### config.mk
export PLATFORM = sky130hd
export DESIGN_NAME = stuffed_frame_parser_flat
export DESIGN_NICKNAME = d
export VERILOG_FILES = /design/src/sv/sfp_pkg.sv /design/src/sv/sfp_ifs.sv /design/src/sv/sfp_cfg_regs.sv /design/src/sv/sfp_decoder.sv /design/src/sv/stuffed_frame_parser.sv /design/src/flat_wrapper.sv
export SDC_FILE = /design/constraint.sdc
export NUM_CORES = 1
export LEC_CHECK = 0
export ABC_AREA = 1
export BUFFER_PORTS_ARGS = -buffer_cell sky130_fd_sc_hd__buf_2
export CORE_UTILIZATION = 27
export DETAILED_ROUTE_END_ITERATION = 7
export PLACE_DENSITY = 0.44
export SLEW_MARGIN = 0
export SYNTH_ARGS = -nofsm -noshare
export SYNTH_HDL_FRONTEND = slang
export SYNTH_SLANG_ARGS = --single-unit
### constraint.sdc
create_clock -name clk_i -period 6.05 [get_ports clk_i]
set_input_delay 1.5125 -clock clk_i [delete_from_list [all_inputs] [get_ports clk_i]]
set_output_delay 1.5125 -clock clk_i [all_outputs]
set_load 0.005 [all_outputs]
### src/sv/sfp_pkg.sv
// Shared widths, reset values, codes and types of the stuffed frame parser.
`timescale 1ns / 1ps

package sfp_pkg;

  localparam int unsigned ByteW   = 8;
  localparam int unsigned LenW    = 16;
  localparam int unsigned AccW    = 17;
  localparam int unsigned ShiftW  = 3;
  localparam int unsigned StatusW = 3;
  localparam int unsigned AddrW   = 3;
  localparam int unsigned DataW   = 32;

  localparam logic [ByteW-1:0] TagReset    = 8'hFF;
  localparam logic [LenW-1:0]  MaxLenReset = 16'd1024;
  localparam logic [AccW-1:0]  AccMax      = 17'h1FFFF;

  typedef enum logic [StatusW-1:0] {
    ST_CONSUMED  = 3'd0,
    ST_PAYLOAD   = 3'd1,
    ST_GOOD      = 3'd2,
    ST_BAD_ESC   = 3'd3,
    ST_LEN_LARGE = 3'd4,
    ST_CSUM_BAD  = 3'd5
  } status_e;

  typedef enum logic [0:0] {
    REG_TAG     = 1'b0,
    REG_MAX_LEN = 1'b1
  } reg_idx_e;

  typedef struct packed {
    logic [ByteW-1:0] tag_byte;
    logic [LenW-1:0]  max_payload_len;
  } cfg_t;

  typedef struct packed {
    status_e          status;
    logic [ByteW-1:0] payload_byte;
    logic [ByteW-1:0] frame_id;
    logic [LenW-1:0]  frame_len;
  } res_t;

endpackage

### src/sv/sfp_ifs.sv
// Handshake interfaces for received bytes and parser result items.
`timescale 1ns / 1ps

interface sfp_rx_if;
  logic                        valid;
  logic                        ready;
  logic [sfp_pkg::ByteW-1:0]   rx_byte;

  modport source (output valid, output rx_byte, input ready);
  modport sink   (input valid, input rx_byte, output ready);
endinterface

interface sfp_res_if;
  logic                        valid;
  logic                        ready;
  logic [sfp_pkg::StatusW-1:0] status;
  logic [sfp_pkg::ByteW-1:0]   payload_byte;
  logic [sfp_pkg::ByteW-1:0]   frame_id;
  logic [sfp_pkg::LenW-1:0]    frame_len;

  modport source (output valid, output status, output payload_byte, output frame_id,
                  output frame_len, input ready);
  modport sink   (input valid, input status, input payload_byte, input frame_id,
                  input frame_len, output ready);
endinterface

### src/sv/sfp_cfg_regs.sv
// APB register block holding the tag byte and the maximum payload length.
`timescale 1ns / 1ps

module sfp_cfg_regs (
  input  logic                        clk_i,
  input  logic                        rst_ni,
  input  logic                        psel,
  input  logic                        penable,
  input  logic                        pwrite,
  input  logic [sfp_pkg::AddrW-1:0]   paddr,
  input  logic [sfp_pkg::DataW-1:0]   pwdata,
  output logic [sfp_pkg::DataW-1:0]   prdata,
  output logic                        pready,
  output sfp_pkg::cfg_t               cfg_o
);

  logic [sfp_pkg::ByteW-1:0] tag_q;
  logic [sfp_pkg::LenW-1:0]  max_len_q;
  logic                      wr_en;
  sfp_pkg::reg_idx_e         idx;

  assign pready = 1'b1;
  assign wr_en  = psel && penable && pwrite;
  assign idx    = sfp_pkg::reg_idx_e'(paddr[2]);

  always_ff @(posedge clk_i or negedge rst_ni) begin
    if (!rst_ni) begin
      tag_q     <= sfp_pkg::TagReset;
      max_len_q <= sfp_pkg::MaxLenReset;
    end else if (wr_en) begin
      unique case (idx)
        sfp_pkg::REG_TAG:     tag_q     <= pwdata[sfp_pkg::ByteW-1:0];
        sfp_pkg::REG_MAX_LEN: max_len_q <= pwdata[sfp_pkg::LenW-1:0];
        default: ;
      endcase
    end
  end

  always_comb begin
    unique case (idx)
      sfp_pkg::REG_TAG:     prdata = {{(sfp_pkg::DataW-sfp_pkg::ByteW){1'b0}}, tag_q};
      sfp_pkg::REG_MAX_LEN: prdata = {{(sfp_pkg::DataW-sfp_pkg::LenW){1'b0}}, max_len_q};
      default:              prdata = '0;
    endcase
  end

  assign cfg_o.tag_byte        = tag_q;
  assign cfg_o.max_payload_len = max_len_q;

endmodule

### src/sv/sfp_decoder.sv
// Frame state and the single-pass decision logic applied to one received byte.
`timescale 1ns / 1ps

module sfp_decoder (
  input  logic                      clk_i,
  input  logic                      rst_ni,
  input  logic                      step_i,
  input  logic [sfp_pkg::ByteW-1:0] rx_byte_i,
  input  sfp_pkg::cfg_t             cfg_i,
  output sfp_pkg::res_t             res_o
);

  typedef enum logic [5:0] {
    PH_HUNT = 6'b000001,
    PH_ID   = 6'b000010,
    PH_LEN  = 6'b000100,
    PH_DATA = 6'b001000,
    PH_SUM  = 6'b010000,
    PH_DONE = 6'b100000
  } phase_e;

  phase_e                      phase_q, phase_d, ph;
  logic                        esc_q, esc_d, esc;
  logic [sfp_pkg::AccW-1:0]    len_q, len_d, len;
  logic [sfp_pkg::ShiftW-1:0]  shift_q, shift_d, shift;
  logic [sfp_pkg::LenW-1:0]    cnt_q, cnt_d, cnt, cnt_inc;
  logic [sfp_pkg::ByteW-1:0]   sum_q, sum_d, sum;
  logic [sfp_pkg::ByteW-1:0]   id_q, id_d;
  logic                        restart, fail, big, sat;
  logic [6:0]                  digit;
  logic [20:0]                 shifted;
  logic [21:0]                 acc;

  always_comb begin
    // The byte after a good frame first restarts the frame.
    restart = (phase_q == PH_DONE);
    ph      = restart ? PH_HUNT : phase_q;
    esc     = restart ? 1'b0 : esc_q;
    len     = restart ? '0 : len_q;
    shift   = restart ? '0 : shift_q;
    cnt     = restart ? '0 : cnt_q;
    sum     = restart ? '0 : sum_q;

    digit = rx_byte_i[6:0];
    big   = 1'b0;
    unique case (shift)
      3'd0:    shifted = {14'b0, digit};
      3'd1:    shifted = {7'b0, digit, 7'b0};
      3'd2:    shifted = {digit, 14'b0};
      default: begin
        shifted = '0;
        big     = (digit != 7'd0);
      end
    endcase
    acc     = {5'b0, len} + {1'b0, shifted};
    sat     = big || (acc > {5'b0, sfp_pkg::AccMax});
    cnt_inc = cnt + 16'd1;

    phase_d = ph;
    esc_d   = esc;
    len_d   = len;
    shift_d = shift;
    cnt_d   = cnt;
    sum_d   = sum;
    id_d    = id_q;
    fail    = 1'b0;
    res_o.status       = sfp_pkg::ST_CONSUMED;
    res_o.payload_byte = '0;

    if (ph == PH_HUNT) begin
      if (rx_byte_i != cfg_i.tag_byte) begin
        esc_d = 1'b0;
      end else if (esc) begin
        phase_d = PH_ID;
        esc_d   = 1'b0;
      end else begin
        esc_d = 1'b1;
      end
    end else if (esc) begin
      if (rx_byte_i == '0) begin
        esc_d = 1'b0;
      end else begin
        fail         = 1'b1;
        res_o.status = sfp_pkg::ST_BAD_ESC;
      end
    end else begin
      if (rx_byte_i == cfg_i.tag_byte) begin
        esc_d = 1'b1;
      end
      unique case (ph)
        PH_ID: begin
          sum_d   = sum + rx_byte_i;
          id_d    = rx_byte_i;
          phase_d = PH_LEN;
        end
        PH_LEN: begin
          sum_d = sum + rx_byte_i;
          len_d = sat ? sfp_pkg::AccMax : acc[sfp_pkg::AccW-1:0];
          if (!rx_byte_i[7]) begin
            phase_d = (len_d == '0) ? PH_SUM : PH_DATA;
          end else if (shift != 3'd7) begin
            shift_d = shift + 3'd1;
          end
          if (len_d > {1'b0, cfg_i.max_payload_len}) begin
            fail         = 1'b1;
            res_o.status = sfp_pkg::ST_LEN_LARGE;
          end
        end
        PH_DATA: begin
          sum_d              = sum + rx_byte_i;
          res_o.status       = sfp_pkg::ST_PAYLOAD;
          res_o.payload_byte = rx_byte_i;
          cnt_d              = cnt_inc;
          if ({1'b0, cnt_inc} >= len) begin
            phase_d = PH_SUM;
            cnt_d   = '0;
          end
        end
        default: begin
          if (rx_byte_i != sum) begin
            fail         = 1'b1;
            res_o.status = sfp_pkg::ST_CSUM_BAD;
          end else begin
            res_o.status = sfp_pkg::ST_GOOD;
            phase_d      = PH_DONE;
          end
        end
      endcase
    end

    // Reported values are taken before an abort clears the frame.
    res_o.frame_id  = id_d;
    res_o.frame_len = len_d[16] ? 16'hFFFF : len_d[sfp_pkg::LenW-1:0];

    if (fail) begin
      phase_d = PH_HUNT;
      esc_d   = 1'b0;
      len_d   = '0;
      shift_d = '0;
      cnt_d   = '0;
      sum_d   = '0;
    end
  end

  always_ff @(posedge clk_i or negedge rst_ni) begin
    if (!rst_ni) begin
      phase_q <= PH_HUNT;
      esc_q   <= 1'b0;
      len_q   <= '0;
      shift_q <= '0;
      cnt_q   <= '0;
      sum_q   <= '0;
      id_q    <= '0;
    end else if (step_i) begin
      phase_q <= phase_d;
      esc_q   <= esc_d;
      len_q   <= len_d;
      shift_q <= shift_d;
      cnt_q   <= cnt_d;
      sum_q   <= sum_d;
      id_q    <= id_d;
    end
  end

  a_fail_to_hunt: assert property (@(posedge clk_i) disable iff (!rst_ni)
    step_i && fail |=> phase_q == PH_HUNT && !esc_q && len_q == '0)
    else $error("aborted frame did not return to hunting");

  a_data_count: assert property (@(posedge clk_i) disable iff (!rst_ni)
    phase_q == PH_DATA |-> {1'b0, cnt_q} < len_q)
    else $error("payload byte count reached the declared length inside data");

  a_len_sat_zero: assert property (@(posedge clk_i) disable iff (!rst_ni)
    phase_q == PH_HUNT |-> len_q == '0 && shift_q == '0 && cnt_q == '0)
    else $error("frame counters not clear while hunting");

endmodule

### src/sv/stuffed_frame_parser.sv
// Top level of the stuffed frame parser: input register, decoder and result register.
//
//   Port     Direction  Payload
//   rx_i     in         rx_byte (8 bits)
//   res_o    out        status (3), payload_byte (8), frame_id (8), frame_len (16)
//   APB      in/out     tag_byte at 0x0, max_payload_len at 0x4
//
// One item is taken per cycle unless a stalled result holds the input register.
// The frame decision for a byte sits between the input register and the result register.
// A stalled result holds the result register, and the input register then holds too.
// Reset clears the frame state, returns to hunting and restores the register defaults.
`timescale 1ns / 1ps

module stuffed_frame_parser (
  input  logic                      clk_i,
  input  logic                      rst_ni,
  sfp_rx_if.sink                    rx_i,
  sfp_res_if.source                 res_o,
  input  logic                      psel,
  input  logic                      penable,
  input  logic                      pwrite,
  input  logic [sfp_pkg::AddrW-1:0] paddr,
  input  logic [sfp_pkg::DataW-1:0] pwdata,
  output logic [sfp_pkg::DataW-1:0] prdata,
  output logic                      pready
);

  sfp_pkg::cfg_t             cfg;
  sfp_pkg::res_t             res, out_q;
  logic                      in_valid_q, out_valid_q;
  logic [sfp_pkg::ByteW-1:0] in_byte_q;
  logic                      adv, step;

  sfp_cfg_regs u_cfg (
    .clk_i   (clk_i),
    .rst_ni  (rst_ni),
    .psel    (psel),
    .penable (penable),
    .pwrite  (pwrite),
    .paddr   (paddr),
    .pwdata  (pwdata),
    .prdata  (prdata),
    .pready  (pready),
    .cfg_o   (cfg)
  );

  assign adv        = !out_valid_q || res_o.ready;
  assign step       = in_valid_q && adv;
  assign rx_i.ready = !in_valid_q || adv;

  sfp_decoder u_dec (
    .clk_i     (clk_i),
    .rst_ni    (rst_ni),
    .step_i    (step),
    .rx_byte_i (in_byte_q),
    .cfg_i     (cfg),
    .res_o     (res)
  );

  always_ff @(posedge clk_i or negedge rst_ni) begin
    if (!rst_ni) begin
      in_valid_q  <= 1'b0;
      out_valid_q <= 1'b0;
    end else begin
      if (rx_i.ready) begin
        in_valid_q <= rx_i.valid;
      end
      if (adv) begin
        out_valid_q <= in_valid_q;
      end
    end
  end

  always_ff @(posedge clk_i) begin
    if (rx_i.valid && rx_i.ready) begin
      in_byte_q <= rx_i.rx_byte;
    end
    if (step) begin
      out_q <= res;
    end
  end

  assign res_o.valid        = out_valid_q;
  assign res_o.status       = out_q.status;
  assign res_o.payload_byte = out_q.payload_byte;
  assign res_o.frame_id     = out_q.frame_id;
  assign res_o.frame_len    = out_q.frame_len;

  a_step_fills_out: assert property (@(posedge clk_i) disable iff (!rst_ni)
    step |=> out_valid_q)
    else $error("processed item did not reach the result register");

  a_payload_zero: assert property (@(posedge clk_i) disable iff (!rst_ni)
    out_valid_q && out_q.status != sfp_pkg::ST_PAYLOAD |-> out_q.payload_byte == '0)
    else $error("payload byte set on a non-payload result");

endmodule

### src/flat_wrapper.sv
// flat-port wrapper written by rule: the top's interface ports become plain ports
module stuffed_frame_parser_flat 
  (clk_i, rst_ni, psel, penable, pwrite, paddr, pwdata, prdata, pready, rx_i_valid, rx_i_rx_byte, rx_i_ready, res_o_valid, res_o_status, res_o_payload_byte, res_o_frame_id, res_o_frame_len, res_o_ready);
  sfp_rx_if rx_i_i ();
  sfp_res_if res_o_i ();
  input  logic clk_i;
  input  logic rst_ni;
  input  logic psel;
  input  logic penable;
  input  logic pwrite;
  input  logic [sfp_pkg::AddrW-1:0] paddr;
  input  logic [sfp_pkg::DataW-1:0] pwdata;
  output logic [sfp_pkg::DataW-1:0] prdata;
  output logic pready;
  input wire logic [$bits(rx_i_i.valid)-1:0] rx_i_valid;
  input wire logic [$bits(rx_i_i.rx_byte)-1:0] rx_i_rx_byte;
  output wire logic [$bits(rx_i_i.ready)-1:0] rx_i_ready;
  output wire logic [$bits(res_o_i.valid)-1:0] res_o_valid;
  output wire logic [$bits(res_o_i.status)-1:0] res_o_status;
  output wire logic [$bits(res_o_i.payload_byte)-1:0] res_o_payload_byte;
  output wire logic [$bits(res_o_i.frame_id)-1:0] res_o_frame_id;
  output wire logic [$bits(res_o_i.frame_len)-1:0] res_o_frame_len;
  input wire logic [$bits(res_o_i.ready)-1:0] res_o_ready;
  assign rx_i_i.valid = rx_i_valid;
  assign rx_i_i.rx_byte = rx_i_rx_byte;
  assign rx_i_ready = rx_i_i.ready;
  assign res_o_valid = res_o_i.valid;
  assign res_o_status = res_o_i.status;
  assign res_o_payload_byte = res_o_i.payload_byte;
  assign res_o_frame_id = res_o_i.frame_id;
  assign res_o_frame_len = res_o_i.frame_len;
  assign res_o_i.ready = res_o_ready;
  stuffed_frame_parser u_core (.clk_i(clk_i), .rst_ni(rst_ni), .rx_i(rx_i_i), .res_o(res_o_i), .psel(psel), .penable(penable), .pwrite(pwrite), .paddr(paddr), .pwdata(pwdata), .prdata(prdata), .pready(pready));
endmodule
==> impl_results.md, run 1 <==
- Worst clock skew: 0.01380 ns
- Die W: 184.4 um
- Static Leak: 0.005431 uW
- CP Class: reg2reg
- Reg power frac: 0.303
- Crit-path most repeated cell: nand2_1
- Critical Path RT: 6.42 ns
- Die ar.: 34020 um2
- Slowest-stage cell, CP: dfrtp_1
- Yosys cell types: 53
- DR DRC count: 0
- Placed Area: 9898 um2
- 1st-iter DRT viols: 517
- Placed cell count: 1714
- FFs w/ async S/R, synth: 0.6641
- Switching share of power: 0.4042
- RSZ-0062 raised after global routing: true
- Number of synthesized flops with an enable pin: 43
- Area of the core: 32620 um2
- Worst setup EP type: register
- H-Tree Depth: 4
- Synth Cell Area: 8986 um2
- ANT cells: 0
- Status: completed
- TritonCTS Sinks: 128
- GRT Residual Overflow: 0
- VDD IR max: 237.7 uV
- Largest net degree at the start of global routing: 57
- Fin cells: 1748
- Final instance area: 10640 um2
- Final GP Congestion: 0.8861
- Port bufs: 84
- # IOs: 120
- Die Ht: 184.4 um
- CTS max path bufs: 2
- Initial antenna violation count: 0
- Seq/Total Area, Yosys: 0.3818
- First-pass GRT wire length: 45.28 mm
- Worst slew margin: 0.3400
- Worst-Skew Late Latency: 0.45 ns
- Routed wire per std cell: 16.53 um
- Synth Warn #: 0
- CP Buf/Inv Count: 3
- Final HPWL DP: 21.73 mm
- Min-delay worst type: reg2reg
- Pwr Density: 363.0 nW/um2
- Slew Limit Fails: 0
- WL final: 28.89 mm
- Ys flop type: dfrtp_1
- Fmax: 181.1 MHz
- Worst EP arrival: 5.89 ns
- Vias per inst: 4.642
- Area grow syn2layout: 18.39%
- CTS tree: done
- Psw: 1561 uW
- Routed vias: 8114
- #FFs+latches synth: 128
- Commonest non-fill, non-tap cell in the layout: nand2_1
- Post-route antenna net violation count: 0
- Post-Syn Area per Cell: 7.451 um2
- Final Hold Fails: 0
- Final worst path period share: 0.9129
- Pre-antenna DRT Iters: 5
- Cell-internal power: 2301 uW
- Vias in the first global route: 7866
- GRT Resource Usage Total: 0.1785
- Worst Tran Pin Value: 0.9875 ns
- CP max FO: 24
- TNS Setup: 0 ns
- Nets: 1402
- Synth Instances: 1206
- Max incr delay on CP: 0.44 ns
- Crit path max-delay family: simple AND/OR/NAND/NOR gates
- Crit start category: register
- Starting Density: 0.2755
- Period minus WS final: 5.523 ns
- Most frequent cells in the layout: 283 x nand2_1, 179 x inv_1, 121 x nor2_1, 96 x o21ai_0, 83 x buf_2
- Row cnt: 66
- Finish-stage setup viols: 0
- CTS Root Cell: clkbuf_16
- Clock slew at reported path FFs: 0.06 ns
- Clock share of power: 0.293
- TritonCTS Buffers: 17
- Combinational Power Share: 0.403
- MaxCap Viol Count: 0
- CTS Hold Buffers Added: 0
- Share of layout cells above drive strength 1: 0.1508
==> final timing paths <==
path,from,to,slack (ns),depth (start not counted)
worst max-delay path,u_core.u_dec.phase_q[3]$_DFFE_PN0P_,u_core.u_dec.cnt_q[11]$_DFFE_PN0P_,0.53,34
worst min-delay path,u_core.u_cfg.max_len_q[6]$_DFFE_PN0P_,u_core.u_cfg.max_len_q[6]$_DFFE_PN0P_,0.48,2
worst max register to register,u_core.u_dec.phase_q[3]$_DFFE_PN0P_,u_core.u_dec.cnt_q[11]$_DFFE_PN0P_,0.53,34
worst min register to register,u_core.u_cfg.max_len_q[6]$_DFFE_PN0P_,u_core.u_cfg.max_len_q[6]$_DFFE_PN0P_,0.48,2
max in group asynchronous,rst_ni,u_core.u_cfg.max_len_q[3]$_DFFE_PN0P_,3.91,2
min in group asynchronous,rst_ni,u_core.u_dec.cnt_q[6]$_DFFE_PN0P_,1.07,1
==> routing by layer <==
metal | global-route usage | wire [um] | vias to the layer above
met5 | 0 | 0 | -
met4 | 0.06700 | 690 | 0
met3 | 0.02924 | 1172 | 38
met2 | 0.2676 | 12430 | 191
met1 | 0.2548 | 14600 | 3816
li1 | - | - | 4069
==> worst min-delay path, stage by stage (launching register included) <==
cell     delay, ns
dfrtp_1       0.34
nand2_1       0.05
o21ai_0       0.06
==> power groups by stage <==
stage / logic (uW) / registers (uW) / clock network [uW]
final: 1560 / 1170 / 1130
after global routing: 1760 / 1190 / 1190
after CTS: 1540 / 1170 / 1160
after detailed placement: 1530 / 1190 / 0
after global placement: 1520 / 1190 / 0
after floorplan: 1030 / 1180 / 0
==> through the flow <==
| stage | hold slack, ns | worst slack [ns] | total power (uW) | utilization |
|---|---|---|---|---|
| 5_1_grt | 0.5140 | -0.03770 | 4141 | 0.3262 |
| 2_1_floorplan | 0.4530 | 0.7947 | 2208 | - |
| 6_report | 0.4825 | 0.5269 | 3862 | 0.3262 |
| 4_1_cts | 0.4876 | 0.1905 | 3869 | 0.3229 |
| 3_3_place_gp | 0.4682 | 0.2072 | 2707 | 0.3035 |
| 3_5_place_dp | 0.4732 | 0.2351 | 2713 | 0.3035 |
==> kinds of logic (layout without fill, tap and decap cells) <==
kind of cell	after synthesis	in the layout	synth area share
other	2	17	0.0008357
XOR/XNOR	40	40	0.03899
buffers and inverters	241	326	0.1100
flip-flops	128	128	0.3818
adder cells (fa/ha/maj)	59	59	0.08382
AO/OA/AOI/OAI	226	226	0.1423
AND/OR/NAND/NOR	509	509	0.2412
multiplexers	1	1	0.001114
==> synthesized netlist by cell type, drive strengths merged (25+ instances only) <==
cell | instances | share of area
buf | 33 | 0.023
nand2 | 287 | 0.12
inv | 187 | 0.078
xor2 | 25 | 0.024
o21ai | 114 | 0.065
dfrtp | 75 | 0.21
ha | 57 | 0.079
o22ai | 28 | 0.023
a21oi | 60 | 0.034
nand4 | 25 | 0.021
edfxtp | 43 | 0.14
nand3 | 29 | 0.017
nor2 | 135 | 0.059
==> what timing repair did <==
| action | in CTS | in global routing |
|---|---|---|
| resized for setup | 0 | 23 |
| setup buffers | 0 | 2 |
| setup endpoints to repair | 0 | 52 |
==> area by class of cell <==
| class | count | area, um2 |
|---|---|---|
| fillers | 3514 | 21980 |
| multi-input cells | 852 | 4686 |
| flip-flops and latches | 128 | 3431 |
| inverters | 188 | 709.4 |
| repair buffers | 106 | 625.6 |
| well taps | 442 | 553.0 |
| clock buffers | 21 | 481.7 |
| clock inverters | 11 | 152.6 |
==> flip-flops by register name, indices dropped and copies added, names as in the netlist, 6 cells and up <==
register,count
u_core.u_dec.cnt_q,16
u_core.u_dec.len_q,17
u_core.res_o.frame_id,8
u_core.u_dec.phase_q,6
u_core.u_dec.sum_q,8
u_core.u_dec.id_q,8
u_core.res_o.payload_byte,8
u_core.in_byte_q,8
u_core.u_cfg.tag_q,8
u_core.res_o.frame_len,16
u_core.u_cfg.max_len_q,16
(Power assumes the default switching activity.)
==> run 2, diff against run 1 <==
--- a/config.mk
+++ b/config.mk
@@ -5,11 +5,10 @@
 export SDC_FILE = /design/constraint.sdc
 export NUM_CORES = 1
 export LEC_CHECK = 0
-export ABC_AREA = 1
 export BUFFER_PORTS_ARGS = -buffer_cell sky130_fd_sc_hd__buf_2
 export CORE_UTILIZATION = 27
 export DETAILED_ROUTE_END_ITERATION = 7
-export PLACE_DENSITY = 0.44
+export PLACE_DENSITY = 0.45
 export SLEW_MARGIN = 0
 export SYNTH_ARGS = -nofsm -noshare
 export SYNTH_HDL_FRONTEND = slang
==> run 2 against run 1 <==
Compared with the run above: worst hold slack lost 0.013 ns; cell count shrank 11%; setup slack lost 0.43 ns; wire length shrank 4.0%; critical path type unchanged; critical endpoint is now u_core.u_dec.len_q[7]$_DFFE_PN0P_; largest power group is now registers; highest routed layer unchanged.
==> impl_results.md, run 2 <==
- Min-delay src: u_core.u_dec.id_q[4]$_DFFE_PN0P_
- Critical Path RT: 6.39 ns
- Fillers: 3336
- RR Startpoint: u_core.u_dec.phase_q[2]$_DFFE_PN0P_
- Port bufs: 84
- H-Tree Depth: 4
- Pwr Density: 244.0 nW/um2
- CP Buf/Inv Count: 3
- Synth area leader: dfrtp_1
- FFs w/ async S/R, synth: 0.6641
- R2r setup slk: 0.10 ns
- Final core utilization: 0.3609
- Pre-antenna DRT Iters: 5
- Worst clock skew: 0.01300 ns
- Depth of the worst register-to-register path: 24
- Slew Limit Fails: 0
- 1st-iter DRT viols: 363
- Final GP Congestion: 0.8851
- Synth area leaders: dfrtp_1 21%, edfxtp_1 15%, ha_1 8.1%
- Share of layout cells above drive strength 1: 0.3187
- CTS Hold Buffers Added: 0
- Max FFs per register: 17
- GRT Residual Overflow: 0
- Crit path max-delay family: compound AO/OA/AOI/OAI gates
- Routed wire per std cell: 17.88 um
- Initial antenna violation count: 0
- Crit start category: register
- Nets: 1213
- Min-delay worst type: reg2reg
- # IOs: 120
- Synth Cell Area: 8852 um2
- Ys flop type: dfrtp_1
- Routed vias: 7681
- Max incr delay on CP: 0.61 ns
- Worst-case hold path end point: u_core.u_dec.id_q[4]$_DFFE_PN0P_
- Total power: 2807 uW
- Synth Instances: 940
- Post-Syn Area per Cell: 9.417 um2
- Crit path cell chain: or4_4 -> or2_4 -> and2_4 -> ha_4 -> fa_2 -> a21o_1 -> a221oi_4 -> nor3_4 -> o21a_1 -> a211oi_2 -> and3_4 -> buf_12 -> o21ai_1 -> ha_1 -> a21oi_1 -> nor2_1 -> a311o_1 -> a221o_1 -> o211ai_1 -> nand2_2 -> a2bb2oi_4 -> buf_6 -> clkbuf_16 -> o31ai_2
- Die W: 183.1 um
- Synth Area in Compound Gates: 0.1893
- Row cnt: 65
- CP max FO: 7
- Post-synthesis mux area share: 0.05074
- Biggest register: u_core.u_dec.len_q
- Synth Warn #: 0
- Slowest-stage cell, CP: or4_4
- Fmax: 168.1 MHz
- Area of the core: 31880 um2
- GRT Resource Usage Total: 0.1634
- Vias per inst: 4.949
- Clock slew at reported path FFs: 0.07 ns
- Most frequent cells in the layout: 122 x nand2_1, 96 x buf_4, 83 x buf_2, 75 x dfrtp_1, 47 x inv_1
- Worst-Skew Late Latency: 0.43 ns
- TNS Setup: 0 ns
- TritonCTS Buffers: 17
- Final Hold Fails: 0
- CP Class: reg2reg
- VDD IR max: 165.1 uV
- FF-to-FF End: u_core.u_dec.len_q[7]$_DFFE_PN0P_
- CTS max path bufs: 2
- Post-route antenna net violation count: 0
- CTS Root Cell: clkbuf_16
- Status: completed
- Final HPWL DP: 20.51 mm
- First-pass GRT wire length: 42.04 mm
- Worst setup EP type: register
- Die ar.: 33510 um2
- Yosys cell types: 87
- Most common cell in the netlist: nand2_1
- Final worst path period share: 0.9832
- MaxCap Viol Count: 0
- Area grow syn2layout: 29.96%
- Largest net degree at the start of global routing: 54
- Hold_ws: 0.4700 ns
- CTS tree: done
- #FFs+latches synth: 128
- Starting Density: 0.2777
- DR DRC count: 0
- Post-synthesis simple-gate area fraction: 0.1941
- Worst EP arrival: 6.29 ns
- Worst Tran Pin Value: 0.9503 ns
- Area share of the largest cell type after synthesis: 0.2120
- Worst Hold Depth: 2
- Largest family of logic cells by synthesized area: simple AND/OR/NAND/NOR gates
- Synth cell count leaders: 125 x nand2_1, 75 x dfrtp_1, 57 x ha_1, 47 x inv_1, 43 x edfxtp_1
- Number of synthesized flops with an enable pin: 43
- Setup ws final: 0.1019 ns
- Commonest non-fill, non-tap cell in the layout: nand2_1
- Static Leak: 0.005334 uW
- Vias in the first global route: 7385
- Synth Area in XOR/XNOR: 0.03562
- TritonCTS Sinks: 128
- Period minus WS final: 5.948 ns
- RSZ-0062 raised after global routing: true
- Worst slew margin: 0.3646
- Finish-stage setup viols: 0
- Die Ht: 183.1 um
- ANT cells: 0
- Synth Area in Adders: 0.08509
- Seq/Total Area, Yosys: 0.3876
- WL final: 27.75 mm
- Post-Place Setup Slack: -0.07481 ns
-- run 2: cell types whose count changed after synthesis, sizes merged, moves of 34 or more --
cell and change:
inv -140, o21ai -70, mux2 +39, nor2 -93, nand2 -160, and2 +34
-- run 2: report_power, final --
group	switching (uW)	leakage, uW	internal, uW
clock	464	0.000277	575
sequential	57.7	0.00153	983
combinational	399	0.00352	328
-- run 2: area by class of cell --
cell class,instances,area (um2),area share
inverter,48,180.2,0.01566
multi-input combinational,718,5424,0.4715
sequential,128,3431,0.2982
timing repair buffer,191,1346,0.1170
clock inverter,13,115.1,0.01001
clock buffer,19,464.2,0.04035
tap,435,544.3,0.04731
-- run 2: metal layers --
metal  track usage  vias to the layer above  share of wire  routed length (um)
met1        0.2381                     3761           0.50               13790
met3       0.02542                       22          0.034                 939
met5             0                        -              0                   0
met2        0.2499                      160           0.45               12590
met4       0.04200                        0          0.016                 433
li1              -                     3738              -                   -
-- run 2: kinds of logic (layout without fill, tap and decap cells) --
group                    Yosys count  after routing
AND/OR/NAND/NOR                  340            341
AO/OA/AOI/OAI                    225            225
flip-flops                       128            128
buffers and inverters            110            271
adder cells (fa/ha/maj)           59             59
multiplexers                      40             40
XOR/XNOR                          36             36
other                              2             17
-- run 2: what timing repair did --
| item | CTS | global route |
|---|---|---|
| setup buffers | 1 | 11 |
| cloned | 0 | 2 |
| resized for setup | 2 | 68 |
| setup endpoints to repair | 31 | 49 |
| pin swaps | 3 | 43 |
-- run 2: worst min-delay path, cell delays in order (launching register included) --
cell     delay [ns]
dfrtp_1        0.34
nand2_1        0.05
nand2_1        0.05
-- run 2: metrics by stage --
step,std cells,instance area (um2)
detailed placement,1507,10410
floorplan,955,9032
CTS,1540,11010
global placement,1507,10410
global route,1552,11500
finish,1552,11500
-- run 2: worst max-delay path by stage --
stage	startpoint	end	slack [ns]	cells past startpoint
6_report	u_core.u_dec.phase_q[2]$_DFFE_PN0P_	u_core.u_dec.len_q[7]$_DFFE_PN0P_	0.10	24
5_1_grt	u_core.u_dec.phase_q[2]$_DFFE_PN0P_	u_core.u_dec.cnt_q[12]$_DFFE_PN0P_	-0.1	25
4_1_cts	u_core.u_dec.phase_q[3]$_DFFE_PN0P_	u_core.u_dec.shift_q[2]$_DFFE_PN0P_	0.01	26
3_5_place_dp	u_core.u_dec.phase_q[3]$_DFFE_PN0P_	u_core.u_dec.cnt_q[4]$_DFFE_PN0P_	-0.07	27
3_3_place_gp	u_core.u_dec.phase_q[3]$_DFFE_PN0P_	u_core.u_dec.shift_q[2]$_DFFE_PN0P_	-0.11	28
2_1_floorplan	u_core.u_dec.phase_q[3]$_DFFE_PN0P_	u_core.u_dec.len_q[14]$_DFFE_PN0P_	-0.005	29
==> run 3, diff against run 2 <==
--- a/config.mk
+++ b/config.mk
@@ -8,6 +8,7 @@
 export BUFFER_PORTS_ARGS = -buffer_cell sky130_fd_sc_hd__buf_2
 export CORE_UTILIZATION = 27
 export DETAILED_ROUTE_END_ITERATION = 7
+export GPL_TIMING_DRIVEN = 0
 export PLACE_DENSITY = 0.45
 export SLEW_MARGIN = 0
 export SYNTH_ARGS = -nofsm -noshare
==> run 3 against run 2 <==
Compared with the run above: the flow now finishes with violations (setup timing); non-clock buffer count is 14 lower; cell count is 0.90% lower; global-route usage is 1.3 points higher; sequential power hardly changed; cell area is 2.0% higher; sequential share of layout area is 0.55 points lower; count of clock-buffer cells in the layout is 2 higher; critical endpoint is now u_core.u_dec.len_q[12]$_DFFE_PN0P_; largest cell class unchanged.
==> impl_results.md, run 3 (synthesized netlist as in run 2, its figures left out) <==
- Status: complete, but fails checks
- Failing checks: setup timing
- CTS tree: done
- Die Ht: 183.1 um
- Initial antenna violation count: 0
- CP max FO: 10
- GRT Resource Usage Total: 0.1763
- Area grow syn2layout: 32.52%
- GRT Residual Overflow: 0
- CTS Root Cell: clkbuf_16
- Worst Tran Pin Value: 1.104 ns
- Max FFs per register: 17
- Final core utilization: 0.3680
- Pwr Density: 254.3 nW/um2
- Slowest-stage cell, CP: or4_4
- Fmax: 165.2 MHz
- Share of layout cells above drive strength 1: 0.3237
- Final worst path period share: 1.000
- Placed cell count: 1475
- H-Tree Depth: 4
- WL final: 29.35 mm
- Psw: 941.4 uW
- Vias in the first global route: 7648
- Post-route antenna net violation count: 0
- Static Leak: 0.005258 uW
- Slew Limit Fails: 0
- Fin cells: 1538
- MaxCap Viol Count: 0
- Most frequent cells in the layout: 114 x nand2_1, 84 x buf_2, 73 x dfrtp_1, 52 x buf_4, 47 x inv_1
- Finish-stage setup viols: 3
- Routed vias: 7865
- Worst slew margin: 0.2583
- Vias per inst: 5.114
- Max incr delay on CP: 0.53 ns
- Setup ws final: -0.002552 ns
- Total power: 2984 uW
- Pre-antenna DRT Iters: 5
- Routed wire per std cell: 19.08 um
- CP Class: reg2reg
- Crit start category: register
- Area of the multi-input gates: 5670 um2
- Switching share of power: 0.3155
- Worst EP arrival: 6.39 ns
- # IOs: 120
- Commonest non-fill, non-tap cell in the layout: nand2_1
- Period minus WS final: 6.053 ns
- VDD IR max: 162.4 uV
- Row cnt: 65
- Worst clock skew: 0.01189 ns
- Clock share of power: 0.391
- Final HPWL DP: 20.73 mm
- Die ar.: 33510 um2
- TritonCTS Buffers: 17
- Register area: 3433 um2
- Fillers: 3268
- Port bufs: 83
- ANT cells: 0
- RSZ-0062 raised after global routing: true
- Min-delay worst type: reg2reg
- Worst setup EP type: register
- Critical Path RT: 6.38 ns
- Starting Density: 0.2777
- Clock slew at reported path FFs: 0.06 ns
- First-pass GRT wire length: 44.89 mm
- Cell-internal power: 2042 uW
- Area of the core: 31880 um2
- Reg power frac: 0.351
- 1st-iter DRT viols: 518
- Nets: 1199
- Largest net degree at the start of global routing: 54
- DR DRC count: 0
- Die W: 183.1 um
- CTS Hold Buffers Added: 0
- Worst-Skew Late Latency: 0.43 ns
- Combinational Power Share: 0.258
- Biggest register: u_core.u_dec.len_q
- Final Hold Fails: 0
- TritonCTS Sinks: 128
- Final GP Congestion: 0.8334
- CTS max path bufs: 2
## run 3: changes by cell type in the layout (fill, tap and decap cells not counted), moves of 4 or more
cell,previous run,this run
buf_16,0,4
nand2_2,3,10
o21ai_1,11,7
nand2_1,122,114
clkbuf_1,0,21
buf_4,96,52
ha_2,0,8
inv_6,6,2
ha_1,46,37
bufinv_16,0,4
## run 3: timing repair
item                                    CTS  global route
resized for setup                        98            53
setup buffers                            33             7
cloned                                    3             1
endpoints found under the setup margin   51            51
pin swaps                                54            51
## run 3: final cells by class
class	count	share of cell area
clock inverters	11	0.01525
repair buffers	126	0.07413
plain buffers	51	0.03360
clock buffers	21	0.03925
multi-input cells	718	0.4834
well taps	435	0.04639
flip-flops and latches	128	0.2927
inverters	48	0.01536
## run 3: power by group through the flow
stage / combinational, uW / sequential, uW / clock [uW]
floorplan: 385 / 1050 / 0
global placement: 577 / 1070 / 0
detailed placement: 586 / 1070 / 0
CTS: 762 / 1050 / 1180
global route: 827 / 1060 / 1220
finish: 770 / 1050 / 1170
## run 3: metal layers
layer  routed length [um]  global-route usage  vias up
li1                     -                   -     3729
met1                13710              0.2449     3837
met2                13430              0.2805      257
met3                 1615             0.03118       42
met4                  596             0.04767        0
met5                    0                   0        -
## run 3: worst paths after layout
check                                                          from                                  end  slack (ns)  depth (start not counted)
worst max-delay path            u_core.u_dec.phase_q[1]$_DFFE_PN0P_   u_core.u_dec.len_q[12]$_DFFE_PN0P_      -0.003                         27
worst min-delay path               u_core.u_dec.id_q[4]$_DFFE_PN0P_     u_core.u_dec.id_q[4]$_DFFE_PN0P_        0.47                          2
worst max register to register  u_core.u_dec.phase_q[1]$_DFFE_PN0P_   u_core.u_dec.len_q[12]$_DFFE_PN0P_      -0.003                         27
worst min register to register     u_core.u_dec.id_q[4]$_DFFE_PN0P_     u_core.u_dec.id_q[4]$_DFFE_PN0P_        0.47                          2
max in group asynchronous                                    rst_ni  u_core.u_dec.phase_q[0]$_DFFE_PN1P_        4.28                          2
min in group asynchronous                                    rst_ni    u_core.u_dec.len_q[6]$_DFFE_PN0P_        1.04                          1
## run 3: per-stage QoR
step / setup WS [ns] / hold WS [ns] / TNS, ns / cell area [um2]
after global routing: -0.1814 / 0.4919 / -5.821 / 11730
after global placement: -1.316 / 0.4523 / -61.37 / 9992
after detailed placement: -1.316 / 0.4567 / -61.95 / 10050
after floorplan: -0.004882 / 0.4401 / -0.004882 / 9032
after CTS: -0.1292 / 0.4735 / -3.434 / 11500
final: -0.002552 / 0.4698 / -0.004424 / 11730
## run 3: worst max-delay path, delay by kind of cell, from the launching register on
family / cells / cell delay [ns]
AOI/OAI and AO/OA: 11 / 2.14
and+or+nand+nor: 6 / 1.35
adders and majority gates: 3 / 0.75
muxes: 1 / 0.32
DFF: 1 / 0.42
buffers and inverters: 6 / 0.95
